`config.mk`:
```
export PLATFORM = sky130hd
export DESIGN_NAME = audio_packet_sequence_router_unit
export DESIGN_NICKNAME = d
export VERILOG_FILES = /design/src/hdl/aspr_pkg.sv /design/src/hdl/audio_packet_sequence_router_unit.sv /design/src/hdl/aspr_ctrl.sv /design/src/hdl/aspr_dp.sv
export SDC_FILE = /design/constraint.sdc
export NUM_CORES = 1
export LEC_CHECK = 0
export ABC_AREA = 0
export BUFFER_PORTS_ARGS = -buffer_cell sky130_fd_sc_hd__buf_2
export CORE_UTILIZATION = 56
export DETAILED_ROUTE_END_ITERATION = 8
export PLACE_DENSITY = 0.77
export SETUP_SLACK_MARGIN = 0.05
export SYNTH_ARGS = -nofsm -noshare
export SYNTH_HDL_FRONTEND = slang
export SYNTH_SLANG_ARGS = --single-unit
```
`constraint.sdc`:
```
create_clock -name clk -period 5 [get_ports clk]
set_clock_uncertainty 0.05 [all_clocks]
set_input_delay 0.5 -clock clk [delete_from_list [all_inputs] [get_ports clk]]
set_output_delay 0.5 -clock clk [all_outputs]
set_load 0.02 [all_outputs]
```
`src/hdl/aspr_pkg.sv`:
```
// Shared types and constants for the audio packet sequence router.
// Holds the packet/result payload structs, action and type codes, and the
// command/status bundles between the controller and the datapath. No dependencies.
package aspr_pkg;

    localparam int unsigned SPEAKER_FIFO_BYTES_DEF = 8192;
    localparam int unsigned MAX_PACKET_BYTES_DEF   = 512;

    localparam int unsigned HDR_BYTES   = 4;
    localparam int unsigned SILENCE_MAX = 8191;

    // quotient width of the silence divider follows the free-space field
    localparam int unsigned SPACE_W   = 14;
    localparam int unsigned DIV_STEPS = SPACE_W;
    localparam int unsigned DIV_CNT_W = $clog2(DIV_STEPS);

    localparam logic [7:0] TYPE_SPEAKER  = 8'd0;
    localparam logic [7:0] TYPE_MIC      = 8'd1;
    localparam logic [7:0] TYPE_FEEDBACK = 8'd2;
    localparam logic [7:0] TYPE_COMMAND  = 8'd3;

    localparam logic [1:0] MODE_STANDBY      = 2'd0;
    localparam logic [1:0] MODE_DONGLE_AUDIO = 2'd1;
    localparam logic [1:0] MODE_DONGLE_TONE  = 2'd2;
    localparam logic [1:0] MODE_HEADSET      = 2'd3;

    localparam logic [2:0] ADDR_DEVICE_MODE = 3'd0;

    typedef enum logic [3:0] {
        ACT_SHORT      = 4'd0,
        ACT_LATE       = 4'd1,
        ACT_FULL       = 4'd2,
        ACT_SPK_WRITE  = 4'd3,
        ACT_MIC        = 4'd4,
        ACT_FB_USB     = 4'd5,
        ACT_FB_TONE    = 4'd6,
        ACT_COMMAND    = 4'd7,
        ACT_WRONG_MODE = 4'd8,
        ACT_UNKNOWN    = 4'd9
    } action_t;

    typedef struct packed {
        logic [7:0]         packet_type;
        logic [15:0]        sequence_number;
        logic [8:0]         packet_length;
        logic [31:0]        first_payload_word;
        logic [SPACE_W-1:0] speaker_space;
    } pkt_t;

    typedef struct packed {
        logic [3:0]  action_code;
        logic [8:0]  payload_bytes;
        logic [12:0] silence_payloads;
        logic [14:0] lost_count;
        logic [31:0] feedback_out;
    } res_t;

    typedef struct packed {
        logic ready;     // controller can take a request
        logic load;      // capture incoming request
        logic decide;    // classify, update sequence state, seed divider
        logic div_step;  // one restoring division step
        logic emit;      // move result into the output register
    } cmd_t;

    typedef struct packed {
        logic need_div;
        logic out_free;
    } sts_t;

endpackage

```
`src/hdl/audio_packet_sequence_router_unit.sv`:
```
// Audio packet sequence router, top level: APB register, controller and
// datapath. Depends on aspr_pkg, aspr_ctrl and aspr_dp.
//
// Usage:
//  - pkt channel (pkt_valid/pkt_ready/pkt) takes one received packet header
//    request; res channel (res_valid/res_ready/res) returns one routing
//    result per request, in order.
//  - APB register 0 (byte address 0) holds device_mode; write it only while
//    no request is in flight.
//  - A request is decoded the cycle after it is taken. Speaker writes after
//    a sequence gap run a restoring divider for the silence count, one
//    quotient bit per cycle.
//  - One request is in flight at a time: pkt_ready is high only while the
//    controller is idle.
//  - The output register holds a finished result while the next request is
//    taken; if res_ready stays low the following result waits in the
//    controller and pkt_ready stays low until the register frees.
//  - Reset clears device_mode to 0, the expected sequence to 0 and the sync
//    flag; the first speaker packet in headset mode sets the sequence.
module audio_packet_sequence_router_unit
    import aspr_pkg::*;
#(
    parameter int unsigned SPEAKER_FIFO_BYTES = SPEAKER_FIFO_BYTES_DEF,
    parameter int unsigned MAX_PACKET_BYTES   = MAX_PACKET_BYTES_DEF
)
(
    input  logic        clk,
    input  logic        rst_n,

    input  logic        psel,
    input  logic        penable,
    input  logic        pwrite,
    input  logic [2:0]  paddr,
    input  logic [31:0] pwdata,
    output logic [31:0] prdata,
    output logic        pready,

    input  logic        pkt_valid,
    output logic        pkt_ready,
    input  pkt_t        pkt,

    output logic        res_valid,
    input  logic        res_ready,
    output res_t        res
);

    logic [1:0] device_mode_reg;
    logic       cfg_wr;
    cmd_t       cmd;
    sts_t       sts;

    // register index is paddr[2]; low address bits are byte lanes
    assign cfg_wr = psel && penable && pwrite && pready
                    && (paddr[2] == ADDR_DEVICE_MODE[2]);
    assign pready = 1'b1;
    assign prdata = (paddr[2] == ADDR_DEVICE_MODE[2]) ? {30'd0, device_mode_reg} : '0;

    always_ff @(posedge clk or negedge rst_n)
    begin
        if (!rst_n)
            device_mode_reg <= MODE_STANDBY;
        else if (cfg_wr)
            device_mode_reg <= pwdata[1:0];
    end

    aspr_ctrl u_ctrl (
        .clk       (clk),
        .rst_n     (rst_n),
        .pkt_valid (pkt_valid),
        .sts       (sts),
        .cmd       (cmd)
    );

    aspr_dp #(
        .SPEAKER_FIFO_BYTES (SPEAKER_FIFO_BYTES),
        .MAX_PACKET_BYTES   (MAX_PACKET_BYTES)
    ) u_dp (
        .clk         (clk),
        .rst_n       (rst_n),
        .cmd         (cmd),
        .device_mode (device_mode_reg),
        .pkt         (pkt),
        .res_ready   (res_ready),
        .sts         (sts),
        .res_valid   (res_valid),
        .res         (res)
    );

    assign pkt_ready = cmd.ready;

    // one request in flight at a time
    a_one_in_flight: assert property (@(posedge clk) disable iff (!rst_n)
        pkt_valid && pkt_ready |=> !pkt_ready)
        else $error("request taken while another is in flight");

    a_silence_cap: assert property (@(posedge clk) disable iff (!rst_n)
        res_valid |-> res.silence_payloads <= res.lost_count[12:0]
                      || res.lost_count > 15'd8191)
        else $error("silence count exceeds loss count");

    a_silence_only_write: assert property (@(posedge clk) disable iff (!rst_n)
        res_valid && res.action_code != ACT_SPK_WRITE |-> res.silence_payloads == 13'd0)
        else $error("silence reported outside speaker write");

    a_mode_write: assert property (@(posedge clk) disable iff (!rst_n)
        psel && penable && pwrite && !paddr[2] |=> device_mode_reg == $past(pwdata[1:0]))
        else $error("device mode write lost");

endmodule

```
`src/hdl/aspr_ctrl.sv`:
```
// Controller FSM for the audio packet sequence router.
// Sequences capture, classification, the silence divider and result hand-off.
// Depends on aspr_pkg.
module aspr_ctrl
    import aspr_pkg::*;
(
    input  logic clk,
    input  logic rst_n,
    input  logic pkt_valid,
    input  sts_t sts,
    output cmd_t cmd
);

    typedef enum logic [1:0] {
        S_IDLE,
        S_DECIDE,
        S_DIV,
        S_EMIT
    } state_t;

    state_t               state_reg, state_next;
    logic [DIV_CNT_W-1:0] cnt_reg, cnt_next;

    always_comb
    begin
        state_next   = state_reg;
        cnt_next     = cnt_reg;
        cmd          = '0;
        case (state_reg)
            S_IDLE:
            begin
                cmd.ready = 1'b1;
                if (pkt_valid)
                begin
                    cmd.load   = 1'b1;
                    state_next = S_DECIDE;
                end
            end
            S_DECIDE:
            begin
                cmd.decide = 1'b1;
                cnt_next   = '0;
                state_next = sts.need_div ? S_DIV : S_EMIT;
            end
            S_DIV:
            begin
                cmd.div_step = 1'b1;
                cnt_next     = cnt_reg + 1'b1;
                if (cnt_reg == DIV_CNT_W'(DIV_STEPS - 1))
                begin
                    state_next = S_EMIT;
                end
            end
            S_EMIT:
            begin
                if (sts.out_free)
                begin
                    cmd.emit   = 1'b1;
                    state_next = S_IDLE;
                end
            end
            default:
            begin
                state_next = S_IDLE;
            end
        endcase
    end

    always_ff @(posedge clk or negedge rst_n)
    begin
        if (!rst_n)
        begin
            state_reg <= S_IDLE;
            cnt_reg   <= '0;
        end
        else
        begin
            state_reg <= state_next;
            cnt_reg   <= cnt_next;
        end
    end

endmodule

```
`src/hdl/aspr_dp.sv`:
```
// Datapath for the audio packet sequence router: request capture, routing
// decode, sequence tracking, restoring silence divider and output register.
// Depends on aspr_pkg; driven by aspr_ctrl commands.
module aspr_dp
    import aspr_pkg::*;
#(
    parameter int unsigned SPEAKER_FIFO_BYTES = SPEAKER_FIFO_BYTES_DEF,
    parameter int unsigned MAX_PACKET_BYTES   = MAX_PACKET_BYTES_DEF
)
(
    input  logic       clk,
    input  logic       rst_n,
    input  cmd_t       cmd,
    input  logic [1:0] device_mode,
    input  pkt_t       pkt,
    input  logic       res_ready,
    output sts_t       sts,
    output logic       res_valid,
    output res_t       res
);

    pkt_t               pkt_reg;
    logic [15:0]        expected_reg;
    logic               synced_reg;

    action_t            code_reg;
    logic [8:0]         pl_reg;
    logic [14:0]        lost_reg;
    logic [31:0]        fb_reg;
    logic               div_used_reg;
    logic [8:0]         rem_reg;
    logic [SPACE_W-1:0] dq_reg;

    res_t               res_reg;
    logic               res_valid_reg;

    // decode of the captured request
    logic [8:0]         len_c;
    logic [SPACE_W-1:0] space_c;
    logic [8:0]         pl;
    logic [15:0]        exp_eff;
    logic [15:0]        delta;
    logic               full;
    action_t            code;
    logic               need_div;

    always_comb
    begin
        len_c   = (32'(pkt_reg.packet_length) > 32'(MAX_PACKET_BYTES))
                  ? 9'(MAX_PACKET_BYTES) : pkt_reg.packet_length;
        space_c = (32'(pkt_reg.speaker_space) > 32'(SPEAKER_FIFO_BYTES))
                  ? SPACE_W'(SPEAKER_FIFO_BYTES) : pkt_reg.speaker_space;
        pl      = len_c - 9'(HDR_BYTES);
        exp_eff = synced_reg ? expected_reg : pkt_reg.sequence_number;
        delta   = pkt_reg.sequence_number - exp_eff;
        full    = space_c < SPACE_W'(pl);

        if (len_c < 9'(HDR_BYTES))
        begin
            code = ACT_SHORT;
        end
        else
        begin
            case (pkt_reg.packet_type)
                TYPE_SPEAKER:
                begin
                    if (device_mode != MODE_HEADSET)
                        code = ACT_WRONG_MODE;
                    else if (delta[15])
                        code = ACT_LATE;
                    else if (full)
                        code = ACT_FULL;
                    else
                        code = ACT_SPK_WRITE;
                end
                TYPE_MIC:
                begin
                    code = (device_mode inside {MODE_DONGLE_AUDIO, MODE_DONGLE_TONE})
                           ? ACT_MIC : ACT_WRONG_MODE;
                end
                TYPE_FEEDBACK:
                begin
                    if (device_mode == MODE_DONGLE_AUDIO)
                        code = ACT_FB_USB;
                    else if (device_mode == MODE_DONGLE_TONE)
                        code = ACT_FB_TONE;
                    else
                        code = ACT_WRONG_MODE;
                end
                TYPE_COMMAND:
                begin
                    code = ACT_COMMAND;
                end
                default:
                begin
                    code = ACT_UNKNOWN;
                end
            endcase
        end

        // zero payload means no silence, and no division by zero
        need_div = (code == ACT_SPK_WRITE) && (delta != 16'd0) && (pl != 9'd0);
    end

    // restoring divider step: (space - pl) / pl, one quotient bit per cycle
    logic [9:0] trial;
    logic       ge;
    always_comb
    begin
        trial = {rem_reg, dq_reg[SPACE_W-1]};
        ge    = trial >= {1'b0, pl_reg};
    end

    // silence count capped by the loss count and by the field range
    logic [14:0] cap1;
    logic [12:0] silence;
    always_comb
    begin
        cap1    = (15'(dq_reg) > lost_reg) ? lost_reg : 15'(dq_reg);
        silence = (cap1 > 15'(SILENCE_MAX)) ? 13'(SILENCE_MAX) : cap1[12:0];
    end

    always_ff @(posedge clk)
    begin
        if (cmd.load)
        begin
            pkt_reg <= pkt;
        end
        if (cmd.decide)
        begin
            code_reg     <= code;
            pl_reg       <= pl;
            div_used_reg <= need_div;
            lost_reg     <= (code == ACT_FULL || code == ACT_SPK_WRITE) ? delta[14:0] : '0;
            fb_reg       <= (code == ACT_FB_USB || code == ACT_FB_TONE)
                            ? pkt_reg.first_payload_word : '0;
            rem_reg      <= '0;
            dq_reg       <= space_c - SPACE_W'(pl);
        end
        if (cmd.div_step)
        begin
            rem_reg <= ge ? 9'(trial - {1'b0, pl_reg}) : trial[8:0];
            dq_reg  <= {dq_reg[SPACE_W-2:0], ge};
        end
        if (cmd.emit)
        begin
            res_reg.action_code      <= code_reg;
            res_reg.payload_bytes    <= (code_reg == ACT_SPK_WRITE || code_reg == ACT_MIC)
                                        ? pl_reg : '0;
            res_reg.silence_payloads <= div_used_reg ? silence : '0;
            res_reg.lost_count       <= lost_reg;
            res_reg.feedback_out     <= fb_reg;
        end
    end

    always_ff @(posedge clk or negedge rst_n)
    begin
        if (!rst_n)
        begin
            expected_reg  <= '0;
            synced_reg    <= 1'b0;
            res_valid_reg <= 1'b0;
        end
        else
        begin
            if (cmd.decide && (code == ACT_FULL || code == ACT_SPK_WRITE))
            begin
                expected_reg <= pkt_reg.sequence_number + 16'd1;
                synced_reg   <= 1'b1;
            end
            if (cmd.emit)
                res_valid_reg <= 1'b1;
            else if (res_ready)
                res_valid_reg <= 1'b0;
        end
    end

    assign sts.need_div = need_div;
    assign sts.out_free = !res_valid_reg || res_ready;
    assign res_valid    = res_valid_reg;
    assign res          = res_reg;

endmodule

```
-- Word-level counts from Yosys, hierarchy flattened
Cells that the tools add are included.
- latch bits: 0
- flip-flop bits (word level): 262
- bits in writable memories: 0
- ROM bits: 0
- word-level logic and storage cells: 107
- memories: 0
- bits of input ports: 121
- divide/modulo/power cells: 0
- shifts and indexed selects: 0
- add/subtract/negate cells: 6
- equality and inequality tests: 19
- bitwise operators: 1
- mux-type cells: 32
- $mul: 0
- reduce and logical (&&, ||, !) cells: 20
- order comparisons: 6
- operators with widths (operator ; number):
    $mux W14 ; 3
    $mux W9 ; 3
    $mux W4 ; 6
    $add A16 B1 Y16 const B ; 1
    $eq A8 B2 Y1 const B ; 2
    $mux W16 ; 1
    $pmux W4 S4 ; 1
    $reduce_bool A16 Y1 ; 1
    $sub A16 B16 Y16 ; 1
    $gt A14 B15 Y1 ; 1
    $gt A15 B13 Y1 const B ; 1
    $mux W15 ; 1
    $gt A14 B14 Y1 const B ; 1
    $lt A14 B9 Y1 ; 1
    $sub A14 B9 Y14 ; 1
    $mux W13 ; 1
    $eq A4 B2 Y1 const B ; 3
    $eq A4 B3 Y1 const B ; 3
    $ge A10 B9 Y1 ; 1
    $mux W2 ; 5
    $lt A9 B3 Y1 const B ; 1
    $mux W1 ; 9
    $reduce_bool A9 Y1 ; 1
    $sub A9 B3 Y9 const B ; 1
    other kinds (18) ; 34

-- Logic depth before layout (Yosys ltp)
Gate-level depths: netlist of run 1.
- depth in word-level cells: 13
- gate-level depth with buffers: 14

-- Cells and area by module
From an unflattened synthesis of run 1, not the netlist that was laid out.
- cell total of the unflattened synthesis: 939
- area, all modules: 12478.2 um^2
- by module, submodules not included (module ; instances ; seq. area each (um^2) ; cells an instance ; area each (um^2)):
    aspr_dp ; 1 ; 7537.2 ; 858 ; 11695.0
    aspr_ctrl ; 1 ; 150.1 ; 41 ; 421.7
    audio_packet_sequence_router_unit ; 1 ; 50.0 ; 40 ; 361.6

-- Worst setup path after synthesis of run 1
OpenSTA, ideal clock, no wires.
- kind: register to register
- start point: register u_dp.synced_reg
- end point: register u_dp.div_used_reg, data pin
- data arrival time: 3.335 ns
- data required time: 4.695 ns
- setup time: 0.255 ns
- cell stages (with the launch flop): 15
- path slack: 1.360 ns
- cell sequence: dfrtp_1 clkbuf_1 clkbuf_1 nand2_1 o21ai_0 ha_1 fa_1 nand2b_1 a21oi_2 or4_4 a2111oi_4 nand4_2 nor4b_2 o211ai_1 and3_1
- cells in the longest elaborated chain, start to end: 9
- elaborated cells between the ends (all ways): 10
- classes of those cells: 1 x add/sub; 1 x eq/ne; 5 x mux; 3 x reduce/logical
- ends and longest elaborated chain (item ; RTL line ; source):
    from (decl) ; aspr_dp.sv:24 ; logic synced_reg;
    from (signal assigned) ; aspr_dp.sv:161 ; synced_reg <= 1'b0;
    from (signal assigned) ; aspr_dp.sv:169 ; synced_reg <= 1'b1;
    $mux W16 (*) ; aspr_dp.sv:54 ; exp_eff = synced_reg ? expected_reg : pkt_reg.sequence_number;
    $sub A16 B16 Y16 (*) ; aspr_dp.sv:55 ; delta = pkt_reg.sequence_number - exp_eff;
    $mux W4 ; aspr_dp.sv:69 ; else if (delta[15])
    $mux W4 ; aspr_dp.sv:67 ; if (device_mode != MODE_HEADSET)
    $pmux W4 S4 ; aspr_dp.sv:64 ; case (pkt_reg.packet_type)
    $mux W4 ; aspr_dp.sv:58 ; if (len_c < 9'(HDR_BYTES))
    $eq A4 B2 Y1 ; aspr_dp.sv:102 ; need_div = (code == ACT_SPK_WRITE) && (delta != 16'd0) && (pl != 9'd0);
    $logic_and A1 B1 Y1 (*) (2 in series) ; aspr_dp.sv:102 ;
    net u_dp.need_div ; aspr_dp.sv:45 ; logic need_div;
    to (signal assigned) ; aspr_dp.sv:133 ; div_used_reg <= need_div;
    to (decl) ; aspr_dp.sv:30 ; logic div_used_reg;
Mark *: on every way through the listed nets, which the timed path passes. The rest lies on a longest branch.
A chain may end at the register's enable or synchronous reset.

-- Worst setup path in the final report of run 1
- start point: register u_dp.synced_reg
- end point: register u_dp.expected_reg[1]
- cells in the longest elaborated chain, start to end: 9
- elaborated cells between the ends (all ways): 10
- classes of those cells: 1 x add/sub; 2 x eq/ne; 5 x mux; 2 x reduce/logical
- ends and longest elaborated chain (item ; RTL line ; source):
    $mux W16 (*) ; aspr_dp.sv:54 ;
    $sub A16 B16 Y16 (*) ; aspr_dp.sv:55 ;
    $mux W4 (*) ; aspr_dp.sv:69 ;
    $mux W4 (*) ; aspr_dp.sv:67 ;
    $pmux W4 S4 (*) ; aspr_dp.sv:64 ;
    $mux W4 (*) ; aspr_dp.sv:58 ;
    $eq A4 B2 Y1 ; aspr_dp.sv:166 ; if (cmd.decide && (code == ACT_FULL || code == ACT_SPK_WRITE))
    $logic_or A1 B1 Y1 (*) ; aspr_dp.sv:166 ;
    $logic_and A1 B1 Y1 (*) ; aspr_dp.sv:166 ;
    to (signal assigned) ; aspr_dp.sv:168 ; expected_reg <= pkt_reg.sequence_number + 16'd1;
    to (decl) ; aspr_dp.sv:23 ; logic [15:0] expected_reg;
Mark *: on every way between the ends. The rest lies on a longest branch, timed or not.

==> results of run 1 <==
## per-stage QoR
step / setup WS (ns) / total power [uW] / std cells / utilization / hold slack, ns
2_1_floorplan: 1.36 / 5620 / 1016 / - / 0.154
3_3_place_gp: 1.14 / 6270 / 1404 / 0.614 / 0.350
3_5_place_dp: 1.05 / 6370 / 1404 / 0.614 / 0.355
4_1_cts: 1.03 / 8530 / 1455 / 0.659 / 0.0583
5_1_grt: 0.728 / 8940 / 1455 / 0.659 / 0.0595
6_report: 1.05 / 8470 / 1455 / 0.659 / 0.0822
## layout make-up
class	count	area [um^2]
Clock buffer	33	708
Sequential cell	262	7740
Tap cell	280	350
Multi-Input combinational cell	631	4280
Clock inverter	17	253
Fill cell	1623	7470
Timing Repair Buffer	169	858
Inverter	63	236
## worst min path at each step
stage,startpoint,endpoint,cells after the start
6_report,pkt[24],u_dp.pkt_reg[24]$_DFFE_PP_,1
4_1_cts,pkt[36],u_dp.pkt_reg[36]$_DFFE_PP_,1
5_1_grt,pkt[43],u_dp.pkt_reg[43]$_DFFE_PP_,1
3_5_place_dp,u_dp.fb_reg[0]$_SDFFCE_PN0P_,u_dp.res[0]$_DFFE_PP_,0
2_1_floorplan,rst_n,device_mode_reg[0]$_DFFE_PN0P_,0
3_3_place_gp,u_dp.fb_reg[19]$_SDFFCE_PN0P_,u_dp.res[19]$_DFFE_PP_,0
## power groups by stage
stage | combinational, uW | clock, uW | sequential [uW]
after floorplan | 1770 | 0 | 3850
after global placement | 2580 | 0 | 3690
after detailed placement | 2650 | 0 | 3720
after CTS | 2680 | 2180 | 3680
after global routing | 2950 | 2240 | 3750
final | 2670 | 2130 | 3670
## logic make-up after synthesis
logic type,Yosys count
simple gates,312
flops,262
compound gates,161
buf+inv,123
fa+ha+maj,62
xor+xnor,41
mux,24
other cells,2
## Yosys cell counts (all sizes together), types with 5 or more instances
cell	number	share of area
o31ai	6	0.0036
clkbuf	20	0.0060
a211oi	5	0.0030
nor3	24	0.0096
nand2b	14	0.0070
edfxtp	236	0.57
xor2	21	0.015
nand3	27	0.011
nand2	64	0.019
dfrtp	26	0.052
mux2i	19	0.015
xnor2	20	0.016
and3	41	0.021
nor2b	21	0.011
nor4	5	0.0025
a21o	9	0.0055
a21oi	52	0.021
o21a	6	0.0042
buf	40	0.025
inv	63	0.019
nand4	9	0.0060
mux2	5	0.0045
o311a	15	0.012
nor2	78	0.024
ha	59	0.059
o211ai	6	0.0036
o21ai	37	0.015
or2	5	0.0025
## per-layer routing
metal / GRT usage / routed length (um) / vias to the layer above
li1: - / - / 3897
met1: 0.265 / 10200 / 3776
met2: 0.349 / 11700 / 211
met3: 0.0313 / 1180 / 30
met4: 0.0520 / 491 / 0
met5: 0 / 0 / -
## worst reg2reg max path: cells and delay by family, from the launching register on
family | cells | cell delay (ns)
flip-flops | 1 | 0.88
AND/OR/NAND/NOR | 2 | 0.64
AO/OA/AOI/OAI | 3 | 0.96
adder cells (fa/ha/maj) | 1 | 0.35
buffers and inverters | 1 | 0.32
multiplexers | 2 | 0.64
## timing repair
item                      in CTS  in global routing
hold endpoints to repair      26                  0
resized for setup              0                  0
hold buffers                   1                  0
==> metrics.txt, run 1 <==
Adder-Cell Fraction of Synth Area 0.0638; initial antenna violation count 0; Unique masters post-synth 73; multiplexer share of the synthesized area 0.0197; #FFs+latches synth 262; most common cell after layout, fill and taps aside edfxtp_1; sequential share of power 0.434; outcome complete, no violations; # IOs ~230; Final Net Count 1337; DP HPWL 16600 um; fmax 0.253 GHz; TritonCTS buffer count 27; post-synthesis xor/xnor area fraction 0.0302; crit-path cells mux2i_1 > ha_1 > a2111o_1 > o21ai_2 > a211o_2 > nand4_2 > nor2_2 > buf_4 > mux2_2; die height 151 um; Final Max Tran Viols 0; Core Area 0.0219 mm^2; Compound-Gate Fraction of Synth Area 0.0898; leak pwr between 0.005 and 0.006 uW; most frequent cells in the layout edfxtp_1, buf_2, nor2_1, nand2_1, inv_1; I/O Buffers between 150 and 200; num rows 54; placed cell area 0.0134 mm^2; crit-path leading delay family compound AO/OA/AOI/OAI gates; Syn. warnings 0; worst path bufs/invs 1; Die Wd about 150 um; Initial Utilization 0.571; PwrDens 587 mW/mm^2; Worst slew margin 0.191; ys async rst share 0.0992; clock share of power 0.251; launching point of the worst reg2reg path u_dp.synced_reg$_DFFE_PN0P_; total setup buffers inserted after CTS 0; TritonCTS Sinks 262; minimum clock period 3.95 ns; GRT Util Overall 0.202; Psw 2930 uW; total stage count of the critical path 9; worst hold path type in -> reg; # H-tree levels 1; synthesized area 0.0125 mm^2; Setup crit end kind flip-flop; CTS tree yes; clk_lat worst skew 0.54 ns; area grow syn2layout 15.3%; max reg flops 73; vias after detailed routing 7914; setup violators final 0; Syn Inst Count approximately 990; Startpoint Class flip-flop; vias in the first global route 7279; main combinational cell family by area after synthesis simple AND/OR/NAND/NOR gates; layout cells sized above 1 0.208; worst-margin pin slew about 1.2 ns; average size of a mapped cell 12.7 um^2; Comb pwr share 0.315; cells on worst reg2reg path 9; number of synthesized flops with an enable pin 236; Synth Area in Simple Gates 0.128; Sw Share 0.345; largest net degree at the start of global routing 80; Reg clk slew, reported paths about 0.06 ns; Max Cap Viol 0; post-synthesis sequential area ratio 0.619; first-pass GRT wire length approximately 36000 um; ant diodes 0; per-cell routed wire length 16.2 um; period utilisation layout 0.791; Worst path slowest cell dfrtp_1; Arr. time, crit path around 4.3 ns; DRC 0; Hold Vio Cnt, Final 0; worst-case clock buffer depth 3; GRT overflow 0; r2r setup slk 1.05 ns; Worst path max stage delay approximately 0.88 ns; CTS Root Cell clkbuf_16; Worst Setup SP u_dp.synced_reg$_DFFE_PN0P_; vias per inst between 5 and 6; unrepaired setup endpoints after global routing no; reg-to-reg endpoint u_dp.expected_reg[1]$_DFFE_PN0P_; die area 0.0229 mm^2; Post-synth top flop edfxtp_1; Antenna Nets Post-Route 0; cell internal pwr 5540 uW; Placer Congestion approximately 0.87; Pre-antenna DRT Iters 4; CP Data Required Time 5.37 ns; setup TNS 0 ns; Design Area, Final approximately 0.014 mm^2; Routed WL 23500 um; maximum VDD drop 0.322 mV; initial drt markers between 400 and 500; Critical Path Sink u_dp.expected_reg[1]$_DFFE_PN0P_; WS Path Type reg -> reg; Crit Path Max Fanout 31
Power figures use the tool's default switching activity.
==> run 2: changes to the inputs <==
==> constraint.sdc (replaced) <==
create_clock -name clk -period 3.8 [get_ports clk]
set_clock_uncertainty 0.05 [all_clocks]
set_input_delay 0.38 -clock clk [delete_from_list [all_inputs] [get_ports clk]]
set_output_delay 0.38 -clock clk [all_outputs]
set_load 0.02 [all_outputs]
==> metrics.txt, run 2 (synthesized netlist as in run 1, its figures left out) <==
outcome complete, no violations; TritonCTS Sinks 262; most common cell after layout, fill and taps aside edfxtp_1; GRT overflow 0; PwrDens 740 mW/mm^2; Reg clk slew, reported paths about 0.06 ns; unrepaired setup endpoints after global routing no; most frequent cells in the layout edfxtp_1, buf_2, dlygate4sd3_1, nor2_1, nand2_1; fmax 0.280 GHz; num rows 54; clk_lat worst skew 0.55 ns; setup violators final 0; CTS Root Cell clkbuf_16; worst hold path type in -> reg; hold_ws 0.0270 ns; worst-margin pin slew ~1.1 ns; I/O Buffers about 170; placed cell area approximately 0.013 mm^2; worst-case clock buffer depth 3; initial antenna violation count 0; layout cells sized above 1 0.200; Startpoint Class flip-flop; clock share of power 0.250; area grow syn2layout 22.6%; per-cell routed wire length 17.4 um; vias per inst 5.48; Final Net Count 1425; Comb pwr share 0.322; WS Path Type reg -> reg; sequential share of power 0.428; Core Area roughly 0.022 mm^2; Worst slew margin 0.253; cell internal pwr 7410 uW; r2r setup slk 0.23 ns; period utilisation layout 0.941; Final Max Tran Viols 0; # H-tree levels 1; die height between 150 and 200 um; CP Data Required Time 4.05 ns; maximum VDD drop 0.510 mV; minimum clock period 3.57 ns; Pre-antenna DRT Iters 5; Setup crit end kind flip-flop; hold path startpoint pwdata[0]; Placer Congestion between 0.8 and 0.9; max reg flops 73; leak pwr approximately 0.0063 uW; Initial Utilization 0.571; DRC 0; CTS tree yes; Max Cap Viol 0; Worst Setup SP u_dp.len_c[2]$_DFFE_PP_; ant diodes 0; # IOs 229; Psw 3920 uW; Hold Vio Cnt, Final 0; GRT Util Overall 0.230; DP HPWL roughly 17000 um; Arr. time, crit path 3.82 ns; Routed WL 26900 um; cells on worst reg2reg path 14; TritonCTS buffer count 27; setup TNS 0 ns; footprint of the multi-input gates 0.00430 mm^2; vias after detailed routing 8459; Design Area, Final 0.0153 mm^2; largest net degree at the start of global routing 80; Sw Share 0.346; Hold Path Stages 2; initial drt markers 508; Die Wd 151 um; first-pass GRT wire length 40400 um; Crit Path Max Fanout 16; launching point of the worst reg2reg path u_dp.len_c[2]$_DFFE_PP_; filler instances around 1500; Antenna Nets Post-Route 0; Design Power 11300 uW; Sequential Area 0.00774 mm^2; die area 0.0229 mm^2; vias in the first global route 8057
[run 2: final timing paths]
kind                                                           to
worst max-delay path                u_dp.fb_reg[22]$_SDFFCE_PN0P_
worst min-delay path               device_mode_reg[0]$_DFFE_PN0P_
worst max register to register      u_dp.fb_reg[22]$_SDFFCE_PN0P_
worst min register to register              u_dp.res[1]$_DFFE_PP_
max in group asynchronous         u_ctrl.state_reg[0]$_DFFE_PN0P_
min in group asynchronous       u_dp.expected_reg[13]$_DFFE_PN0P_
[run 2: routing by layer]
| layer | GRT usage | vias to the layer above | part of all wire |
|---|---|---|---|
| li1 | - | 4066 | - |
| met2 | 0.407 | 283 | 0.52 |
| met5 | 0 | - | 0 |
| met4 | 0.0620 | 0 | 0.022 |
| met3 | 0.0358 | 45 | 0.054 |
| met1 | 0.291 | 4065 | 0.40 |
[run 2: per-stage QoR]
stage               setup WS (ns)  instances  utilization
global route               0.0312       1543        0.700
finish                      0.226       1543        0.700
detailed placement         0.0555       1410        0.616
CTS                        0.0608       1540        0.697
floorplan                   0.160       1016            -
global placement            0.232       1410        0.616
[run 2: critical path: stages (launching register included)]
cell and delay (ns):
edfxtp_1 0.45, inv_1 0.14, ha_1 0.22, xor2_1 0.29
inv_1 0.08, ha_1 0.34, o21ai_1 0.10, a21oi_1 0.08
o31a_1 0.30, o41ai_4 0.31, nand4_2 0.14, o21a_4 0.29
xnor2_4 0.16, buf_12 0.16, and3_1 0.21
[run 2: what timing repair did]
item / CTS / global route
setup buffers: 0 / 2
cloned: 0 / 1
hold buffers: 80 / 0
endpoints found under the hold margin: 105 / 0
gates resized for setup: 0 / 1
pin swaps: 1 / 2
endpoints found under the setup margin: 4 / 32
[run 2: final cells by class]
type,count,share of cell area
inverters,63,0.0154
clock inverters,21,0.0184
flip-flops and latches,262,0.505
clock buffers,29,0.0446
repair buffers,256,0.113
multi-input cells,632,0.281
well taps,280,0.0229
[run 2: power by group through the flow]
stage / logic, uW / registers [uW] / clock network (uW)
2_1_floorplan: 2320 / 5070 / 0
3_3_place_gp: 3450 / 4840 / 0
3_5_place_dp: 3530 / 4880 / 0
4_1_cts: 3630 / 4830 / 2860
5_1_grt: 4060 / 4930 / 2970
6_report: 3650 / 4850 / 2840
==> run 3: changes to the inputs <==
--- a/config.mk
+++ b/config.mk
@@ -10,7 +10,9 @@
 export CORE_UTILIZATION = 56
 export DETAILED_ROUTE_END_ITERATION = 8
 export PLACE_DENSITY = 0.77
+export REMOVE_ABC_BUFFERS = 1
 export SETUP_SLACK_MARGIN = 0.05
 export SYNTH_ARGS = -nofsm -noshare
 export SYNTH_HDL_FRONTEND = slang
+export SYNTH_HIERARCHICAL = 1
 export SYNTH_SLANG_ARGS = --single-unit
==> metrics.txt, run 3 <==
Syn Inst Count roughly 940; outcome complete, no violations; # IOs approximately 230; Arr. time, crit path ~4.1 ns; Sequential Area 0.00774 mm^2; Syn. warnings 6; Final WS setup 0.108 ns; Final Max Tran Viols 0; Adder-Cell Fraction of Synth Area 0.0640; Antenna Nets Post-Route 0; DRC 0; GRT overflow 0; DP HPWL 17300 um; fmax 0.271 GHz; crit-path cells buf_4 > mux2i_1 > ha_1 > a21o_1 > or3_1 > o21ba_4 > buf_4 > a2111oi_2 > nor3_2 > xor2_1 > nor4_2 > a31oi_4 > inv_1 > a211o_1 > o221a_1; worst hold path type in -> reg; max reg flops 73; die area 0.0229 mm^2; setup TNS 0 ns; ant diodes 0; worst path bufs/invs 3; worst-margin pin slew 1.14 ns; launching point of the worst reg2reg path u_dp/synced_reg$_DFFE_PN0P_; post-synthesis xor/xnor area fraction 0.0280; post-synthesis sequential area ratio 0.620; CP most frequent cell buf_4; Worst Setup SP u_dp/synced_reg$_DFFE_PN0P_; Core Area 0.0218 mm^2; vias in the first global route 8199; Pre-antenna DRT Iters 5; Worst path slowest cell dfrtp_2; most frequent cells in the layout edfxtp_1, buf_2, dlygate4sd3_1, nor2_1, inv_1; multiplexer share of the synthesized area 0.0239; CP Data Required Time between 4 and 5 ns; #FFs+latches synth 262; Core Util, Final 0.713; Worst path max stage delay 0.46 ns; layout cells sized above 1 0.258; vias after detailed routing 8198; count leader, synth edfxtp_1; Unique masters post-synth 75; Synth Area in Simple Gates 0.131; number of synthesized flops with an enable pin 236; maximum VDD drop 0.473 mV; Placer Congestion 0.862; die height 151 um; first-pass GRT wire length approximately 40000 um; CTS tree yes; Setup crit end kind flip-flop; Die Wd around 150 um; synth top area cells edfxtp_1, ha_1, dfrtp_1, nor3b_2, nor2_1; WS Path Type reg -> reg; CTS Root Cell clkbuf_16; # H-tree levels 1; Startpoint Class flip-flop; worst-case clock buffer depth 3; synthesized area ~0.012 mm^2; Max Cap Viol 0; I/O Buffers ~170; initial antenna violation count 0; Crit Path Max Fanout 6; filler instances around 1500; main combinational cell family by area after synthesis simple AND/OR/NAND/NOR gates; PwrDens 710 mW/mm^2; num rows 54; footprint of the multi-input gates 0.00435 mm^2; hold path startpoint pwdata[0]; area grow syn2layout 24.7%; TritonCTS Sinks about 260; GRT Util Overall 0.229; synth cell count leaders edfxtp_1, nor2_1, inv_1, ha_1, nand2_1; TritonCTS buffer count 26; largest net degree at the start of global routing 80; per-cell routed wire length roughly 17 um; average size of a mapped cell 13.3 um^2; Yosys top cell area share 0.568; leak pwr roughly 0.0063 uW; period utilisation layout 0.972; most common cell after layout, fill and taps aside edfxtp_1; Post-synth top flop edfxtp_1; Final Net Count ~1400; Reg clk slew, reported paths 0.06 ns; minimum clock period 3.69 ns; ys async rst share 0.0992; pre-CTS setup slack -0.0437 ns; crit-path leading delay family compound AO/OA/AOI/OAI gates; clk_lat worst skew 0.53 ns; Routed WL 26200 um; Compound-Gate Fraction of Synth Area 0.0841; Design Area, Final between 0.015 and 0.02 mm^2; Initial Utilization 0.572; vias per inst about 5.3; placed cell area 0.0138 mm^2; initial drt markers about 420; leading area contributor after synthesis edfxtp_1; setup violators final 0; Hold Vio Cnt, Final 0; Worst slew margin 0.239
run 3: changes by cell type after synthesis, moves of 8 or more:
cell,before,now
a21oi_1,50,39
and3_1,41,4
nor3b_2,0,30
or3_1,3,11
nand2_1,64,49
nand3_1,27,18
nor2_1,77,65
run 3: final cells by class:
class,instances,area share
clock buffer,32,0.0453
clock inverter,16,0.00941
inverter,64,0.0154
multi-input combinational,585,0.279
sequential,262,0.497
tap,280,0.0225
timing repair buffer,295,0.131
run 3: routing by layer:
layer | vias up | GRT usage | part of all wire
met3 | 50 | 0.0373 | 0.060
met1 | 3954 | 0.284 | 0.40
li1 | 3962 | - | -
met5 | - | 0 | 0
met4 | 0 | 0.0635 | 0.022
met2 | 232 | 0.411 | 0.51
run 3: metrics by stage:
| stage | cells | hold slack, ns | power [uW] |
|---|---|---|---|
| 2_1_floorplan | 911 | 0.0344 | 7210 |
| 3_3_place_gp | 1404 | 0.350 | 8270 |
| 3_5_place_dp | 1404 | 0.355 | 8400 |
| 4_1_cts | 1532 | 0.0214 | 11000 |
| 5_1_grt | 1534 | 0.0344 | 11700 |
| 6_report | 1534 | 0.0479 | 11000 |
run 3: cell families (layout without fill, tap and decap cells):
logic type,after synthesis,count (layout)
compound gates,149,149
other cells,2,31
flops,262,262
xor+xnor,39,39
mux,27,27
fa+ha+maj,62,62
buf+inv,121,407
simple gates,277,277
run 3: final timing paths:
path	slack [ns]	end	depth (start not counted)
setup / recovery	0.11	u_ctrl/state_reg[0]$_DFFE_PN0P_	15
hold / removal	0.05	device_mode_reg[0]$_DFFE_PN0P_	2
setup reg to reg	0.11	u_ctrl/state_reg[0]$_DFFE_PN0P_	15
hold reg to reg	0.37	u_dp/res[17]$_DFFE_PP_	0
max in group asynchronous	2.87	u_dp/synced_reg$_DFFE_PN0P_	2
min in group asynchronous	0.37	u_ctrl/cnt_reg[3]$_DFFE_PN0P_	2
run 3: timing repair:
item                                   in CTS  in global routing
setup endpoints to repair                   1                 33
buffers inserted                            0                  2
gates resized for setup                     3                 14
endpoints found under the hold margin     105                  0
pin swaps                                   0                  4
hold buffers                               80                  0
gates cloned                                0                  0
run 3: where the power goes:
group / internal, uW / switching (uW) / leakage (uW)
clock: 1510 / 1030 / 0.000421
combinational: 1430 / 2320 / 0.00328
sequential: 4320 / 438 / 0.00258
total: 7260 / 3780 / 0.00629
